`src/hw/rtl/lct_pkg.sv`:
```
// Shared types and constants for the increasing-subsequence counter.
// Used by the channel interfaces, the merge unit, the top level and the checker.
// No dependencies.
package lct_pkg;

   // Default size of the value domain (number of leaves in the tree).
   localparam int DOMAIN_SIZE_DEF = 1024;

   // Field widths on the channels.
   localparam int VALUE_W   = 10;
   localparam int LEN_OUT_W = 11;
   localparam int WAYS_W    = 30;

   // Counts are kept modulo this prime.
   localparam logic [WAYS_W-1:0] COUNT_MOD = 30'd1000000007;

   // Width of the generation tag stored with every tree node.
   localparam int EPOCH_W = 4;

   // Sequencer states.
   typedef enum logic [2:0] {
      ST_CLEAR,
      ST_IDLE,
      ST_WALK,
      ST_LEAF_RD,
      ST_LEAF_WR,
      ST_UP,
      ST_RESP
   } lct_state_type;

endpackage

```
`src/hw/rtl/lct_combine.sv`:
```
// Shared node-merge unit: keeps the longer length, or adds counts modulo the prime on a tie.
// Depends on lct_pkg for the count width and modulus.
module lct_combine import lct_pkg::*; #(
   parameter int LEN_W = 11
) (
   input  logic [LEN_W-1:0]  a_len,
   input  logic [WAYS_W-1:0] a_cnt,
   input  logic [LEN_W-1:0]  b_len,
   input  logic [WAYS_W-1:0] b_cnt,
   output logic [LEN_W-1:0]  y_len,
   output logic [WAYS_W-1:0] y_cnt
);

   logic [WAYS_W:0] sum;
   logic [WAYS_W:0] sum_red;

   // Both counts are below the modulus, so one conditional subtract reduces the sum.
   always_comb begin
      sum     = {1'b0, a_cnt} + {1'b0, b_cnt};
      sum_red = sum - {1'b0, COUNT_MOD};
      if (a_len > b_len) begin
         y_len = a_len;
         y_cnt = a_cnt;
      end else if (a_len < b_len) begin
         y_len = b_len;
         y_cnt = b_cnt;
      end else begin
         y_len = a_len;
         y_cnt = (sum >= {1'b0, COUNT_MOD}) ? sum_red[WAYS_W-1:0] : sum[WAYS_W-1:0];
      end
   end

endmodule

```
`config.mk`:
```
export PLATFORM = sky130hd
export DESIGN_NAME = lct_combine
export DESIGN_NICKNAME = d
export VERILOG_FILES = /design/src/hw/rtl/lct_pkg.sv /design/src/hw/rtl/lct_combine.sv
export SDC_FILE = /design/constraint.sdc
export NUM_CORES = 1
export LEC_CHECK = 0
export BUFFER_PORTS_ARGS = -buffer_cell sky130_fd_sc_hd__buf_4
export CAP_MARGIN = 20
export CORE_MARGIN = 2
export CORE_UTILIZATION = 45
export DETAILED_ROUTE_END_ITERATION = 16
export GPL_TIMING_DRIVEN = 0
export PLACE_DENSITY_LB_ADDON = 0.12
export REMOVE_ABC_BUFFERS = 1
export SETUP_SLACK_MARGIN = 0.02
export SLEW_MARGIN = 20
export SYNTH_ARGS = -nofsm -noshare
export SYNTH_HDL_FRONTEND = slang
export SYNTH_SLANG_ARGS = --single-unit
```
`constraint.sdc`:
```
create_clock -name vclk -period 9.98
set_clock_uncertainty 0.2 [all_clocks]
set_input_delay 1.497 -clock vclk [all_inputs]
set_output_delay 1.497 -clock vclk [all_outputs]
set_load 0.01 [all_outputs]
```
[Word-level counts from Yosys, hierarchy flattened]
Cells that the tools add are included.
Storage, ports and cells
  bits in registers: 0
  bits in latches: 0
  RAM bits: 0
  memory bits (read-only): 0
  input bits: 82
  output and inout port bits: 41
  word-level logic and storage cells: 10
  memories: 0
Cells by class
  add/subtract/negate cells: 2
  multipliers: 0
  divide/modulo/power cells: 0
  order comparisons: 3
  eq/ne operators: 0
  shift-type cells: 0
  muxes and demuxes: 5
  bitwise operators: 0
  reduce and logical (&&, ||, !) cells: 0
Operator list (number)
  $mux 30: 3
  $add 30x30->31: 1
  $ge 31x30->1 const B: 1
  $sub 30x30->30 const B: 1
  $mux 11: 2
  $gt 11x11->1: 1
  $lt 11x11->1: 1

[Depth between registers and ports, before layout]
  depth in word-level cells: 5
  gate-level depth with buffers: 15
  mapped depth without buffers: 14

[Worst setup path after synthesis]
Ideal clock, no wire load.
  kind: input to output
  from: input a_cnt[20]
  to: output y_cnt[10]
  arrival: 5.075 ns
  required time: 8.283 ns
  path slack: 3.208 ns
  cell stages on the path: 14
  path through: ha_1 > a2111oi_2 > a21oi_1 > a31o_1 > or3_1 > buf_2 > o31ai_1 > o21ai_0 > xnor2_1 > o311ai_1 > clkbuf_1 > nand3_1 > or4_1 > nand4_1
Between the ends
  word-level cells in the longest chain between the ends: 5
Ends and longest elaborated chain
  start: declaration: RTL line lct_combine.sv:7  | input logic [WAYS_W-1:0] a_cnt,
  $add 30x30->31: RTL line lct_combine.sv:19  | sum = {1'b0, a_cnt} + {1'b0, b_cnt};
  $ge 31x30->1: RTL line lct_combine.sv:29  | y_cnt = (sum >= {1'b0, COUNT_MOD}) ? sum_red[WAYS_W-1:0] : sum[WAYS_W-1:0];
  $mux 30: RTL line lct_combine.sv:29
  $mux 30: RTL line lct_combine.sv:24  | end else if (a_len < b_len) begin
  $mux 30: RTL line lct_combine.sv:21  | if (a_len > b_len) begin
  end: declaration: RTL line lct_combine.sv:11  | output logic [WAYS_W-1:0] y_cnt
No other way between the ends.

[Worst setup path in the final report]
  from: input a_cnt[0]
  to: output y_cnt[28]
Between the ends
  word-level cells in the longest chain between the ends: 5
  elaborated cells on any way between the ends: 6
  classes of those cells: add/sub: 2; order compare: 1; mux: 3
Ends and longest elaborated chain (RTL line)
  $add 30x30->31 *: lct_combine.sv:19
  $sub 30x30->30 or $ge 31x30->1 (tied branches): lct_combine.sv:20, lct_combine.sv:29
  $mux 30 *: lct_combine.sv:29
  $mux 30 *: lct_combine.sv:24
  $mux 30 *: lct_combine.sv:21
Every way passes the cells marked *; elsewhere a longest branch is shown, timed or not.

==> impl_metrics.yaml <==
timing:
  fin_crit_sh_pct: 82.3
  worst_pin_slew_ns: 1.10
  min_period_ns: 8.21
  fmax_ghz: 0.122
  relSlewSlack_pct: 26.5
  drv_slew: 0
  rsz0062_at_grt: "no"
  finalHoldViolations: 0
  setup_viol: 0
cells_and_area:
  seq_cells: 0
  n_antenna_cell: 0
  design_area_um2: 5010
  clkbuf_count: 0
  ff_latch_area_um2: 0
  post-route-util_pct: 57.7
  final_cell_mix: "buf_4 (124), nand2_1 (61), a21oi_1 (51)"
  layout-drive-gt1-share_pct: 20.3
  fin_nets: 842
  final_common_cell: "buf_4"
  area_delta_synth_final_pct: 25.1
routing:
  wl_per_cell_um: 17.5
  vias_per_cell: 6.44
  drt-initial-drc-count: 305
  drcViolationCount: 0
  first_pass_iters: 5
  drtAntennaViolNets: 0
  wl_um: 14400
  via_count: 5299
synthesis:
  muxShareOfSynthArea_pct: 0.750
  synth_compound_area_share_pct: 36.5
  synth-simple-area-share_pct: 37.2
  synth_top_cell_area_share_pct: 13.1
  syn_inst: 625
  avgSynthCellArea_um2: 6.40
  ys_warn_count: 0
  synthAdderAreaFrac_pct: 13.6
  synthXorXnorAreaFrac_pct: 6.13
  ys_types: 74
  synthesis.area_um2: 4000
  synth_area_leaders: "ha_1 (13%), a21oi_1 (6.5%), o21ai_0 (5.9%)"
  synth_top_family_by_area: "simple AND/OR/NAND/NOR gates"
  synth_top_cell_by_area: "ha_1"
  yosysSeqAreaShare_pct: 0
power:
  leakage_nw: 2.26
  powerDensity_nw_per_um2: 83.7
  pwr-share-comb_pct: 100.0
  switching_share_pct: 59.0
  seqPwrFrac_pct: 0
  p_int_w: 0.000172
  peakVddDrop_mv: 0.0339
  clockPowerShare_pct: 0
  netSwitchingPower_w: 0.000247
floorplanning:
  placementRows: 34
  core_um2: 8680
  pin_count: 123
  initial_core_util_pct: 46.1
  die_w_um: 98.3
  die_area_um2: 9660
  die_h_um: 98.3
grt:
  track_usage_pct: 27.8
  antenna_found_initial: 0
  overflow: 0
  grt_max_degree: 45
  first_global_vias: 4893
  grt_pass1_wl_um: 23100
clocking:
  post_cts_buffers: 0
  cts_hold_repair.buffers: 0
  cts_resized: 0
worst_setup_path:
  crit_path_start_kind: "input pin"
  crit_path_end_kind: "output port"
  crit_chain: "buf_4 -> ha_1 -> inv_1 -> fa_1 -> nand2b_1 -> a21bo_2 -> a21oi_1 -> nor4_1 -> a2111oi_1 -> and3b_1 -> o21ai_1 -> a2bb2oi_1 -> nand2_1 -> or4_1 -> nand3_1 -> buf_4"
  path_common_cell: "buf_4"
  crit_buf_inv: 3
  critPathTopFamily: "compound AO/OA/AOI/OAI gates"
  cp_data_arrival_time_ns: 6.51
  cp_max_fo: 11
  slowest_stage: "a2111oi_1"
  path_class: "input pin to output port"
  slowest_delay_ns: 0.95
  required_ns: 8.28
place:
  place_area_um2: 5010
  gp_routability_congestion: 0.900
  place.detailed.hpwl_um: 11600
  io_buffers: 123
run:
  max_cap_violations: 0
run_status:
  outcome: "finished clean"
min_path:
  min_path_type: "input pin to output port"
## power by group through the flow
stage | combinational (W) | clock (W) | sequential [W]
after floorplan | 0.000266 | 0 | 0
after global placement | 0.000397 | 0 | 0
after detailed placement | 0.000412 | 0 | 0
after CTS | 0.000414 | 0 | 0
after global routing | 0.000457 | 0 | 0
final | 0.000419 | 0 | 0
## routing by layer
metal / global-route usage, % / wire [um]
met1: 36.2 / 6310
met2: 52.8 / 7230
met3: 0.644 / 700
met4: 2.85 / 140
met5: 0 / 0
## cell usage after synthesis, types with 12 or more instances
cell type and count:
clkbuf_1 23, nand2_1 61, xnor2_1 16, nor2_1 32
a21o_1 16, inv_1 19, a21oi_1 52, o211ai_1 12
o21ai_0 47, nor3_1 24, or4_1 15, nand4_1 33
xor2_1 12, ha_1 42, buf_2 13, nand3_1 43
and3_1 22
## per-stage QoR
step	setup TNS (ns)	setup slack [ns]	power (W)	hold WS (ns)	instances
floorplan	0	2.07	0.000266	2.92	587
global placement	-2.01	-0.552	0.000397	3.08	818
finish	0	1.77	0.000419	3.09	823
CTS	0	1.84	0.000414	3.09	823
detailed placement	0	1.88	0.000412	3.09	823
global route	0	1.45	0.000457	3.11	823
## layout make-up
cell class	instances	area, um^2
Fill cell	872	3670
Inverter	19	71.3
Multi-Input combinational cell	568	3790
Tap cell	108	135
Timing Repair Buffer	128	1010
## logic make-up after synthesis
group           count (synthesis)
mux                             3
fa+ha+maj                      43
simple gates                  281
xor+xnor                       28
compound gates                213
buf+inv                        57
## worst paths after layout
check | end | cells past startpoint | start | slack [ns]
min | y_cnt[11] | 4 | b_cnt[11] | 3.09
max | y_cnt[28] | 16 | a_cnt[0] | 1.77
Power figures use the tool's default switching activity.
